File: config.mk
export PLATFORM = sky130hd
export DESIGN_NAME = ifd_front
export DESIGN_NICKNAME = d
export VERILOG_FILES = /design/src/rtl/ifd_pkg.sv /design/src/rtl/ifd_front.sv
export SDC_FILE = /design/constraint.sdc
export NUM_CORES = 1
export LEC_CHECK = 0
export BUFFER_PORTS_ARGS = -buffer_cell sky130_fd_sc_hd__buf_4
export CAP_MARGIN = 20
export CORE_ASPECT_RATIO = 1.2
export CORE_MARGIN = 8
export CORE_UTILIZATION = 55
export CTS_BUF_LIST = sky130_fd_sc_hd__clkbuf_8
export DETAILED_ROUTE_END_ITERATION = 12
export PLACE_DENSITY = 0.88
export SLEW_MARGIN = 25
export SYNTH_ARGS = -nofsm -noshare
export SYNTH_HDL_FRONTEND = slang
export SYNTH_SLANG_ARGS = --single-unit
export TNS_END_PERCENT = 100
File: constraint.sdc
create_clock -name i_clk -period 10.55 [get_ports i_clk]
set_input_delay 0.5275 -clock i_clk [delete_from_list [all_inputs] [get_ports i_clk]]
set_output_delay 0.5275 -clock i_clk [all_outputs]
set_load 0.02 [all_outputs]
File: src/rtl/ifd_pkg.sv
// Shared types, codes and helper functions of the IPv4 forwarding decision block.
package ifd_pkg;

    localparam int ROUTE_ENTRIES_DEF = 64;
    localparam int ARP_ENTRIES_DEF   = 16;

    localparam int ROUTE_WORD_W = 74;  // prefix, length, port, next hop
    localparam int ARP_WORD_W   = 80;  // address, MAC

    typedef enum logic [1:0] {
        OP_ROUTE  = 2'd0,
        OP_ARP    = 2'd1,
        OP_FWD    = 2'd2,
        OP_UNUSED = 2'd3
    } t_op;

    typedef enum logic [2:0] {
        V_FORWARD = 3'd0,
        V_BADSUM  = 3'd1,
        V_UNREACH = 3'd2,
        V_ARPNEED = 3'd3,
        V_TTLEXC  = 3'd4,
        V_WRITTEN = 3'd5,
        V_FULL    = 3'd6
    } t_verdict;

    typedef enum logic [2:0] {
        S_IDLE,
        S_RRD,
        S_RCMP,
        S_ARD,
        S_ACMP,
        S_FIN
    } t_state;

    // One classified item as it waits in the queue between front and back.
    typedef struct packed {
        t_op         op;
        logic [31:0] addr;     // masked prefix or ARP address
        logic [5:0]  len;      // saturated prefix length
        logic [3:0]  port;
        logic [31:0] hop;
        logic [47:0] mac;
        logic        badsum;
        logic [31:0] dst;
        logic        ttl_low;  // TTL of zero or one
        logic [7:0]  new_ttl;
        logic [15:0] new_cks;
    } t_cmd;

    typedef struct packed {
        logic [31:0] prefix;
        logic [5:0]  len;
        logic [3:0]  port;
        logic [31:0] hop;
    } t_route;

    typedef struct packed {
        logic [31:0] ip;
        logic [47:0] mac;
    } t_arp;

    // Mask with the top len bits set; lengths above 32 act as 32.
    function automatic logic [31:0] len_mask(input logic [5:0] len);
        logic [31:0] m;
        m = 32'd0;
        for (int b = 0; b < 32; b++) begin
            if (6'(32 - b) <= len) begin
                m[b] = 1'b1;
            end
        end
        return m;
    endfunction

    // Two end-around carry folds of a ones'-complement sum.
    function automatic logic [15:0] fold16(input logic [19:0] s);
        logic [16:0] a;
        logic [16:0] b;
        a = 17'(s[15:0]) + 17'(s[19:16]);
        b = 17'(a[15:0]) + 17'(a[16]);
        return b[15:0];
    endfunction

endpackage

File: src/rtl/ifd_front.sv
// Front end: accepts items, checks the header checksum, classifies and queues them.
module ifd_front (
    input  logic          i_clk,
    input  logic          i_rst_n,
    input  logic          i_in_valid,
    output logic          o_in_ready,
    input  logic [1:0]    i_operation,
    input  logic [31:0]   i_address,
    input  logic [5:0]    i_prefix_len,
    input  logic [3:0]    i_out_port,
    input  logic [31:0]   i_next_hop,
    input  logic [47:0]   i_mac_address,
    input  logic [63:0]   i_header_high,
    input  logic [63:0]   i_header_middle,
    input  logic [31:0]   i_header_low,
    input  logic          i_pop,
    output logic          o_avail,
    output ifd_pkg::t_cmd o_cmd
);

    ifd_pkg::t_cmd r_q [2];
    logic          r_wp;
    logic          r_rp;
    logic [1:0]    r_cnt;
    ifd_pkg::t_cmd n_cmd;
    logic [19:0]   sum;
    logic [15:0]   hc;
    logic [7:0]    ttl;
    logic [15:0]   m_old;
    logic [15:0]   m_new;
    logic [17:0]   upd;
    logic [5:0]    len_sat;
    logic          push;
    logic          pop;

    // Classification: checksum check, prefix masking and incremental checksum update.
    always_comb begin
        hc  = i_header_middle[47:32];
        ttl = i_header_middle[63:56];
        sum = 20'(i_header_high[63:48]) + 20'(i_header_high[47:32])
            + 20'(i_header_high[31:16]) + 20'(i_header_high[15:0])
            + 20'(i_header_middle[63:48]) + 20'(i_header_middle[31:16])
            + 20'(i_header_middle[15:0]) + 20'(i_header_low[31:16])
            + 20'(i_header_low[15:0]);
        m_old   = i_header_middle[63:48];
        m_new   = {ttl - 8'd1, i_header_middle[55:48]};
        upd     = 18'(16'(~hc)) + 18'(16'(~m_old)) + 18'(m_new);
        len_sat = (i_prefix_len > 6'd32) ? 6'd32 : i_prefix_len;

        n_cmd.op      = ifd_pkg::t_op'(i_operation);
        n_cmd.addr    = (i_operation == ifd_pkg::OP_ROUTE)
                      ? (i_address & ifd_pkg::len_mask(len_sat)) : i_address;
        n_cmd.len     = len_sat;
        n_cmd.port    = i_out_port;
        n_cmd.hop     = i_next_hop;
        n_cmd.mac     = i_mac_address;
        n_cmd.badsum  = (~ifd_pkg::fold16(sum)) != hc;
        n_cmd.dst     = i_header_low;
        n_cmd.ttl_low = ttl <= 8'd1;
        n_cmd.new_ttl = ttl - 8'd1;
        n_cmd.new_cks = ~ifd_pkg::fold16(20'(upd));
    end

    // Two-entry queue; the unused operation is accepted and dropped.
    assign o_in_ready = r_cnt != 2'd2;
    assign push       = i_in_valid && o_in_ready && (i_operation != ifd_pkg::OP_UNUSED);
    assign pop        = i_pop && (r_cnt != 2'd0);
    assign o_avail    = r_cnt != 2'd0;
    assign o_cmd      = r_q[r_rp];

    always_ff @(posedge i_clk) begin
        if (push) begin
            r_q[r_wp] <= n_cmd;
        end
        if (!i_rst_n) begin
            r_wp  <= 1'b0;
            r_rp  <= 1'b0;
            r_cnt <= 2'd0;
        end else begin
            if (push) begin
                r_wp <= ~r_wp;
            end
            if (pop) begin
                r_rp <= ~r_rp;
            end
            r_cnt <= r_cnt + 2'(push) - 2'(pop);
        end
    end

endmodule

==> flow_metrics.py, run 1 <==
metrics = {
    "logic_synthesis": {
        "synth_common_cells": "edfxtp_1, inv_1, mux2_2, fa_1, ha_1",
        "ys.flop_type": "edfxtp_1",
        "synth_seq_cells": 369,
        "ys_types": 75,
        "synthArstFlopShare": 0,
        "yosysTopAreaCell": "edfxtp_1",
        "yosysMostFrequentCell": "edfxtp_1",
        "synth.net_count": 1938,
        "synth_edf_count": 364,
        "synthCells": 1469,
        "synth-seq-area-share": 0.537,
        "yosys_warnings": 0,
        "synthTopCellsByArea": "edfxtp_1, fa_1, mux2_2, ha_1, inv_1",
        "yosys.area.top_type_share": 0.532,
        "synth_area_um2": 20500,
        "synth.avg_cell_area_um2": 14.0,
    },
    "cts": {
        "cts-buffers-inserted": 55,
        "root_buffer": "clkbuf_8",
        "clkSlewWorstSetupHoldPaths_ns": 0.07,
        "cts_buffer_depth": 3,
        "cts_setup_buffers": 0,
        "htreeDepth": 2,
        "cts.sinks": 369,
        "tritoncts": "done",
        "clk_latency_ns": 0.61,
        "hold_buffers": 0,
        "post_cts_resized": 0,
    },
    "critical_path": {
        "criticalPathCategory": "primary input to flop",
        "cp.required_ns": 10.88,
        "cp_top_family": "compound AO/OA/AOI/OAI gates",
        "cpMostUsedCell": "fa_1",
        "cpMaxStageDelayCell": "or4b_2",
        "cp_max_fo": 7,
        "cp.arrival_ns": 9.98,
        "end_kind": "flop",
        "timing.critical_path.buf_inv": 5,
        "worst_setup_path_start_kind": "primary input",
        "slowest_delay_ns": 0.63,
    },
    "pwr": {
        "p_int_w": 0.00454,
        "totalPowerFinal_w": 0.00815,
        "power_frac_seq": 0.228,
        "p_comb_frac": 0.630,
        "ir_worst_vdd_v": 0.000289,
        "p_sw_frac": 0.443,
        "p_per_area_nw_per_um2": 316,
        "p_sw_w": 0.00361,
        "p_leak_nw": 10.6,
        "pwr-share-clk": 0.142,
    },
    "layout": {
        "fillers": 2486,
        "num-nets-final": 2441,
        "multi_input_area_um2": 8620,
        "area_delta_synth_final_pct": 25.4,
        "drive_above_1_share": 0.382,
        "seqCellArea_um2": 11000,
        "postLayoutCellArea_um2": 25800,
    },
    "drt": {
        "finalWirelength_um": 54900,
        "drcViolationCount": 0,
        "drt-vias-per-instance": 5.45,
        "drtIter0Drc": 735,
        "wl_per_cell_um": 22.0,
        "vias": 13600,
        "firstDrtPassIters": 5,
        "final_antenna_net_count": 0,
    },
    "grt": {
        "overflow": 0,
        "grtUsageTotal": 0.240,
        "grt_pass1_wl_um": 80400,
        "antenna_found_initial": 2,
        "grt_max_degree": 148,
        "grt_pass1_vias": 14600,
    },
    "floorplan": {
        "fp.coreArea_um2": 36800,
        "start_util": 0.558,
        "die-area_um2": 43800,
        "die_h_um": 228,
        "ioPinCount": 472,
        "rows": 77,
        "fp.dieW_um": 192,
    },
    "sta": {
        "finalCritPeriodShare": 0.915,
        "finalSetupViolations": 0,
        "fmax_mhz": 104,
        "fin_setup_tns_ns": 0,
        "layout_min_cycle_time_ns": 9.65,
        "skew_ns": 0.0291,
        "slew_viol_final": 0,
        "grt_setup_unrepaired": "no",
        "relSlewSlack": 0.328,
        "hold_viol": 0,
        "worst-slew-pin-transition_ns": 1.01,
    },
    "run": {
        "drv_cap": 0,
    },
    "placement": {
        "io_buffers": 471,
        "dpl_cell_area_um2": 24700,
        "gp_congestion": 0.961,
        "hpwl_um": 42600,
    },
    "outcome": {
        "status": "completed",
    },
    "min_path": {
        "hp-class": "primary input to flop",
    },
}
worst register-to-register path, stage by stage, from the launching register on:
cell	delay (ns)
dfxtp_1	0.35
nand2b_1	0.19
nand3_1	0.25
nor2_4	0.16
buf_4	0.58
buf_4	0.83
cells by family (layout without fill, tap and decap cells):
group / after synthesis / count (layout) / synth area share
and+or+nand+nor: 223 / 223 / 0.0586
buffers and inverters: 240 / 786 / 0.0449
DFF: 369 / 369 / 0.537
other: 0 / 5 / 0
adders and majority gates: 181 / 181 / 0.152
xor gates and xnor gates: 108 / 108 / 0.0482
muxes: 190 / 190 / 0.104
AOI/OAI and AO/OA: 158 / 158 / 0.0560
registers in the layout, indices dropped and copies added, names as in the netlist, named ones only:
register and count:
r_q 364, r_wp 1, r_rp 1, r_cnt 2
final cells by class:
class	instances	area share
Sequential cell	369	0.428
Multi-Input combinational cell	860	0.335
Timing Repair Buffer	479	0.141
Inverter	207	0.0302
Clock buffer	55	0.0294
Tap cell	474	0.0230
Clock inverter	45	0.0133
Antenna cell	5	0.000486
through the flow:
| stage | cells | utilization | setup WS (ns) | hold WS [ns] |
|---|---|---|---|---|
| after floorplan | 1469 | - | 1.48 | 0.504 |
| after global placement | 2388 | 0.669 | 0.567 | 0.523 |
| after detailed placement | 2389 | 0.670 | 0.317 | 0.526 |
| after CTS | 2489 | 0.700 | 0.949 | 0.0545 |
| after global routing | 2491 | 0.700 | 0.332 | 0.0575 |
| final | 2494 | 0.700 | 0.899 | 0.0997 |
final timing paths:
kind | depth (start not counted) | slack (ns) | startpoint | endpoint
min reg2reg | 2 | 0.54 | r_rp | flop
min | 1 | 0.1 | i_next_hop[2] | r_q[0][108]
max | 36 | 0.90 | i_header_high[2] | r_q[0][57]
max reg2reg | 5 | 7.72 | r_cnt[0] | r_q[1][180]
routing by layer:
metal	wire length, um	part of all wire	vias to the layer above	global-route usage
met4	2090	0.038	0	0.110
met1	19500	0.35	6678	0.262
met2	29000	0.53	578	0.441
met3	4310	0.079	102	0.0514
met5	0	0	-	0
li1	-	-	6234	-
placed cells by master (no fill, tap or decap), types with 13 or more instances in the layout:
cell / instances
and2_1: 16
o21a_1: 15
fa_1: 113
nor2_1: 40
nor2b_1: 13
ha_1: 68
nand3_1: 24
a21oi_1: 27
xnor2_1: 65
clkbuf_8: 55
inv_1: 220
buf_4: 477
xor2_1: 38
edfxtp_1: 364
nand2_1: 36
a21boi_0: 22
o21ai_0: 25
mux2_2: 182
nor3_1: 19
power groups by stage:
stage | Clock [W] | Combinational [W] | Sequential (W)
floorplan | 0 | 0.00377 | 0.00189
global placement | 0 | 0.00505 | 0.00187
detailed placement | 0 | 0.00512 | 0.00189
CTS | 0.00119 | 0.00514 | 0.00186
global route | 0.00124 | 0.00556 | 0.00187
finish | 0.00116 | 0.00513 | 0.00186
Power figures use the tool's default switching activity.
==> run 2: changes to the inputs <==
--- a/config.mk
+++ b/config.mk
@@ -10,9 +10,9 @@
 export CORE_ASPECT_RATIO = 1.2
 export CORE_MARGIN = 8
 export CORE_UTILIZATION = 55
-export CTS_BUF_LIST = sky130_fd_sc_hd__clkbuf_8
 export DETAILED_ROUTE_END_ITERATION = 12
 export PLACE_DENSITY = 0.88
+export SKIP_LAST_GASP = 1
 export SLEW_MARGIN = 25
 export SYNTH_ARGS = -nofsm -noshare
 export SYNTH_HDL_FRONTEND = slang
==> constraint.sdc (replaced) <==
create_clock -name i_clk -period 10.4 [get_ports i_clk]
set_input_delay 0.52 -clock i_clk [delete_from_list [all_inputs] [get_ports i_clk]]
set_output_delay 0.52 -clock i_clk [all_outputs]
set_load 0.02 [all_outputs]
==> flow_metrics.py, run 2 (synthesis gave the netlist of run 1 again) <==
metrics = {
    "cts": {
        "root_buffer": "clkbuf_16",
        "cts.sinks": 369,
        "tritoncts": "done",
        "htreeDepth": 2,
        "clkSlewWorstSetupHoldPaths_ns": 0.07,
        "post_cts_resized": 0,
        "hold_buffers": 0,
        "cts_setup_buffers": 0,
        "clk_latency_ns": 0.54,
        "cts-buffers-inserted": 37,
        "cts_buffer_depth": 3,
    },
    "grt": {
        "grt_pass1_wl_um": 81200,
        "grtUsageTotal": 0.242,
        "overflow": 0,
        "grt_pass1_vias": 14500,
        "grt_max_degree": 148,
        "antenna_found_initial": 2,
    },
    "layout": {
        "top_regs": "r_q (364), r_cnt (2)",
        "mostFrequentLayoutCells": "buf_4, edfxtp_1, inv_1",
        "final_common_cell": "buf_4",
        "top_register": "r_q",
        "largest_reg_flops": 364,
        "final_core_util": 0.701,
        "num-nets-final": 2423,
        "drive_above_1_share": 0.377,
        "fillers": 2448,
        "area_delta_synth_final_pct": 25.6,
    },
    "placement": {
        "gp_congestion": 0.961,
        "io_buffers": 471,
        "hpwl_um": 42700,
    },
    "pwr": {
        "pwr-share-clk": 0.150,
        "p_sw_frac": 0.441,
        "power_frac_seq": 0.225,
        "ir_worst_vdd_v": 0.000298,
        "p_leak_nw": 10.6,
        "p_comb_frac": 0.625,
        "totalPowerFinal_w": 0.00838,
        "p_int_w": 0.00469,
        "p_sw_w": 0.00369,
        "p_per_area_nw_per_um2": 325,
    },
    "floorplan": {
        "start_util": 0.558,
        "ioPinCount": 472,
        "die-area_um2": 43800,
        "fp.dieW_um": 192,
        "rows": 77,
        "die_h_um": 228,
        "fp.coreArea_um2": 36800,
    },
    "min_path": {
        "hold_depth": 1,
        "hp-start": "i_mac_address[20]",
        "holdPathEnd": "r_q[1][78]",
        "hp-class": "primary input to flop",
    },
    "drt": {
        "drtIter0Drc": 696,
        "drcViolationCount": 0,
        "drt-vias-per-instance": 5.51,
        "vias": 13500,
        "firstDrtPassIters": 5,
        "finalWirelength_um": 54900,
        "final_antenna_net_count": 0,
        "wl_per_cell_um": 22.3,
    },
    "critical_path": {
        "cp_max_fo": 7,
        "r2r-end": "r_q[0][164]",
        "regToRegSetupSlack_ns": 7.64,
        "reg2regPathDepth": 5,
        "cpMaxStageDelayCell": "a211oi_1",
        "criticalPathCategory": "primary input to flop",
        "cp.required_ns": 10.68,
        "cp.arrival_ns": 9.95,
        "end_kind": "flop",
        "cpMostUsedCell": "fa_1",
        "worst_setup_path_start_kind": "primary input",
        "slowest_delay_ns": 0.64,
        "r2r-start": "r_cnt[0]",
    },
    "sta": {
        "layout_min_cycle_time_ns": 9.68,
        "fin_setup_tns_ns": 0,
        "slew_viol_final": 0,
        "fmax_mhz": 103,
        "hold_ws_ns": 0.167,
        "grt_setup_unrepaired": "no",
        "relSlewSlack": 0.321,
        "hold_viol": 0,
        "worst-slew-pin-transition_ns": 1.02,
        "finalCritPeriodShare": 0.930,
        "skew_ns": 0.0260,
        "finalSetupViolations": 0,
    },
    "run": {
        "drv_cap": 0,
    },
    "outcome": {
        "status": "completed",
    },
}
[run 2: area by class of cell]
class                   instances  area, um2  area share
inverters                     207        777      0.0301
flip-flops and latches        369      11000       0.428
repair buffers                479       3630       0.141
well taps                     474        593      0.0230
clock buffers                  47        983      0.0381
diodes                          2       5.00    0.000194
multi-input cells             860       8620       0.334
clock inverters                18        148     0.00573
[run 2: critical path, delay by kind of cell]
kind | cells | cell delay, ns
compound gates | 14 | 3.62
xor+xnor | 1 | 0.18
fa+ha+maj | 9 | 3.43
buf+inv | 5 | 0.28
simple gates | 7 | 1.92
[run 2: power by group through the flow]
| stage | logic [W] | registers (W) | clock network (W) |
|---|---|---|---|
| final | 0.00524 | 0.00188 | 0.00126 |
| after global routing | 0.00568 | 0.00190 | 0.00134 |
| after CTS | 0.00523 | 0.00188 | 0.00128 |
| after detailed placement | 0.00519 | 0.00191 | 0 |
| after global placement | 0.00512 | 0.00190 | 0 |
| after floorplan | 0.00382 | 0.00192 | 0 |
[run 2: worst max path at each step]
stage,slack (ns),from,to
floorplan,1.33,r_cnt[0],r_q[0][0]
global placement,0.42,i_header_high[2],r_q[0][57]
detailed placement,0.18,i_header_high[2],r_q[0][57]
CTS,0.73,i_header_high[2],r_q[1][57]
global route,0.21,i_header_high[2],r_q[1][57]
finish,0.72,i_header_high[2],r_q[0][57]
[run 2: per-layer routing]
metal / track usage / share of wire
met1: 0.272 / 0.36
met2: 0.451 / 0.53
met3: 0.0423 / 0.077
met4: 0.0930 / 0.038
met5: 0 / 0
[run 2: stage by stage]
step | worst slack (ns) | std cells | area, um2
floorplan | 1.33 | 1469 | 20500
global placement | 0.425 | 2388 | 24600
detailed placement | 0.184 | 2389 | 24700
CTS | 0.729 | 2454 | 25800
global route | 0.209 | 2456 | 25800
finish | 0.723 | 2456 | 25800
==> run 3: changes to the inputs <==
--- a/config.mk
+++ b/config.mk
@@ -9,9 +9,9 @@
 export CAP_MARGIN = 20
 export CORE_ASPECT_RATIO = 1.2
 export CORE_MARGIN = 8
-export CORE_UTILIZATION = 55
+export CORE_UTILIZATION = 50
 export DETAILED_ROUTE_END_ITERATION = 12
-export PLACE_DENSITY = 0.88
+export PLACE_DENSITY = 0.82
 export SKIP_LAST_GASP = 1
 export SLEW_MARGIN = 25
 export SYNTH_ARGS = -nofsm -noshare
==> flow_metrics.py, run 3 (synthesis gave the netlist of run 1 again) <==
metrics = {
    "pwr": {
        "p_leak_nw": 10.6,
        "p_per_area_nw_per_um2": 324,
        "ir_worst_vdd_v": 0.000293,
    },
    "floorplan": {
        "die_h_um": 238,
        "rows": 81,
        "fp.dieW_um": 201,
        "start_util": 0.505,
        "ioPinCount": 472,
        "die-area_um2": 47800,
        "fp.coreArea_um2": 40600,
    },
    "sta": {
        "slew_viol_final": 0,
        "layout_min_cycle_time_ns": 9.70,
        "finalSetupViolations": 0,
        "hold_viol": 0,
        "worst-slew-pin-transition_ns": 1.01,
        "fin_setup_tns_ns": 0,
        "skew_ns": 0.0214,
        "grt_setup_unrepaired": "no",
        "timing.final.ws_setup_ns": 0.704,
        "fmax_mhz": 103,
        "relSlewSlack": 0.324,
        "finalCritPeriodShare": 0.932,
    },
    "drt": {
        "firstDrtPassIters": 4,
        "finalWirelength_um": 53000,
        "drt-vias-per-instance": 5.22,
        "vias": 13200,
        "final_antenna_net_count": 0,
        "wl_per_cell_um": 21.0,
        "drtIter0Drc": 583,
        "drcViolationCount": 0,
    },
    "cts": {
        "hold_buffers": 0,
        "tritoncts": "done",
        "clk_latency_ns": 0.54,
        "cts_setup_buffers": 0,
        "cts-buffers-inserted": 37,
        "cts_buffer_depth": 3,
        "htreeDepth": 2,
        "root_buffer": "clkbuf_16",
        "post_cts_resized": 0,
        "clkSlewWorstSetupHoldPaths_ns": 0.06,
        "cts.sinks": 369,
    },
    "placement": {
        "pre_cts_slack_ns": 0.284,
        "place_inst": 2455,
        "hpwl_um": 41700,
        "io_buffers": 471,
        "gp_congestion": 0.929,
    },
    "grt": {
        "overflow": 0,
        "grt_pass1_vias": 14100,
        "grt_pass1_wl_um": 79500,
        "antenna_found_initial": 1,
        "grt_max_degree": 79,
        "grtUsageTotal": 0.214,
    },
    "critical_path": {
        "startpoint": "i_header_high[2]",
        "criticalPathCategory": "primary input to flop",
        "cp_max_fo": 7,
        "end_kind": "flop",
        "cp.required_ns": 10.67,
        "r2r-start": "r_cnt[0]",
        "cp.arrival_ns": 9.97,
        "r2r-end": "r_q[1][113]",
        "cpMaxStageDelayCell": "a211oi_1",
        "regToRegSetupSlack_ns": 7.69,
        "worst_setup_path_start_kind": "primary input",
        "reg2regPathDepth": 5,
        "cpMostUsedCell": "fa_1",
        "slowest_delay_ns": 0.65,
        "crit_path_end": "r_q[0][57]",
    },
    "layout": {
        "drive_above_1_share": 0.377,
        "area_delta_synth_final_pct": 26.3,
        "largest_reg_flops": 364,
        "mostFrequentLayoutCells": "buf_4, edfxtp_1, inv_1",
        "num-nets-final": 2424,
        "top_register": "r_q",
        "top_regs": "r_q (364), r_cnt (2)",
        "final_common_cell": "buf_4",
        "layout.cells.non_filler": 2524,
    },
    "outcome": {
        "status": "completed",
    },
    "min_path": {
        "hp-class": "primary input to flop",
        "hold_depth": 1,
        "hp-start": "i_next_hop[19]",
    },
    "run": {
        "drv_cap": 0,
    },
}
## run 3: cell types whose count changed in the layout (fill, tap and decap cells not counted)
cell,previous run,this run
buf_12,1,0
buf_16,1,0
buf_6,0,1
clkinv_4,3,1
nor3_4,1,0
buf_4,477,479
clkinv_2,4,5
clkinv_8,0,2
inv_6,2,4
inv_16,1,0
nor3_1,19,20
bufinv_16,1,5
clkbuf_8,2,0
clkinvlp_4,2,0
## run 3: area by class of cell
cell class	instances	area, um2
Inverter	207	777
Tap cell	539	674
Antenna cell	2	5.00
Clock inverter	22	270
Clock buffer	45	956
Multi-Input combinational cell	860	8610
Timing Repair Buffer	480	3610
Fill cell	2976	14700
Sequential cell	369	11000
## run 3: power by group
group / leakage, nW / internal [W] / switching (W)
registers: 3.41 / 0.00182 / 0.0000651
logic: 6.60 / 0.00214 / 0.00302
clock network: 0.599 / 0.000789 / 0.000554
## run 3: stage by stage
stage | util | instance area (um2) | hold WS (ns) | total power [W]
floorplan | - | 20500 | 0.504 | 0.00574
detailed placement | 0.608 | 24700 | 0.532 | 0.00708
global placement | 0.608 | 24700 | 0.522 | 0.00702
global route | 0.638 | 25900 | 0.138 | 0.00898
finish | 0.638 | 25900 | 0.168 | 0.00840
CTS | 0.638 | 25900 | 0.142 | 0.00845
## run 3: worst max-delay path: cells and delay by family
kind	cells	cell delay [ns]
compound gates	14	3.68
simple gates	7	1.90
buf+inv	5	0.25
fa+ha+maj	9	3.43
xor+xnor	1	0.19
## run 3: layer usage
metal,vias to the layer above,part of all wire,track usage
li1,6180,-,-
met1,6440,0.37,0.242
met2,468,0.52,0.390
met3,88,0.072,0.0491
met4,0,0.038,0.0839
met5,-,0,0
## run 3: how the worst min path moves through the flow
stage,endpoint
global route,r_q[1][74]
global placement,r_rp
CTS,r_q[0][74]
detailed placement,r_rp
floorplan,flop
finish,r_q[1][125]
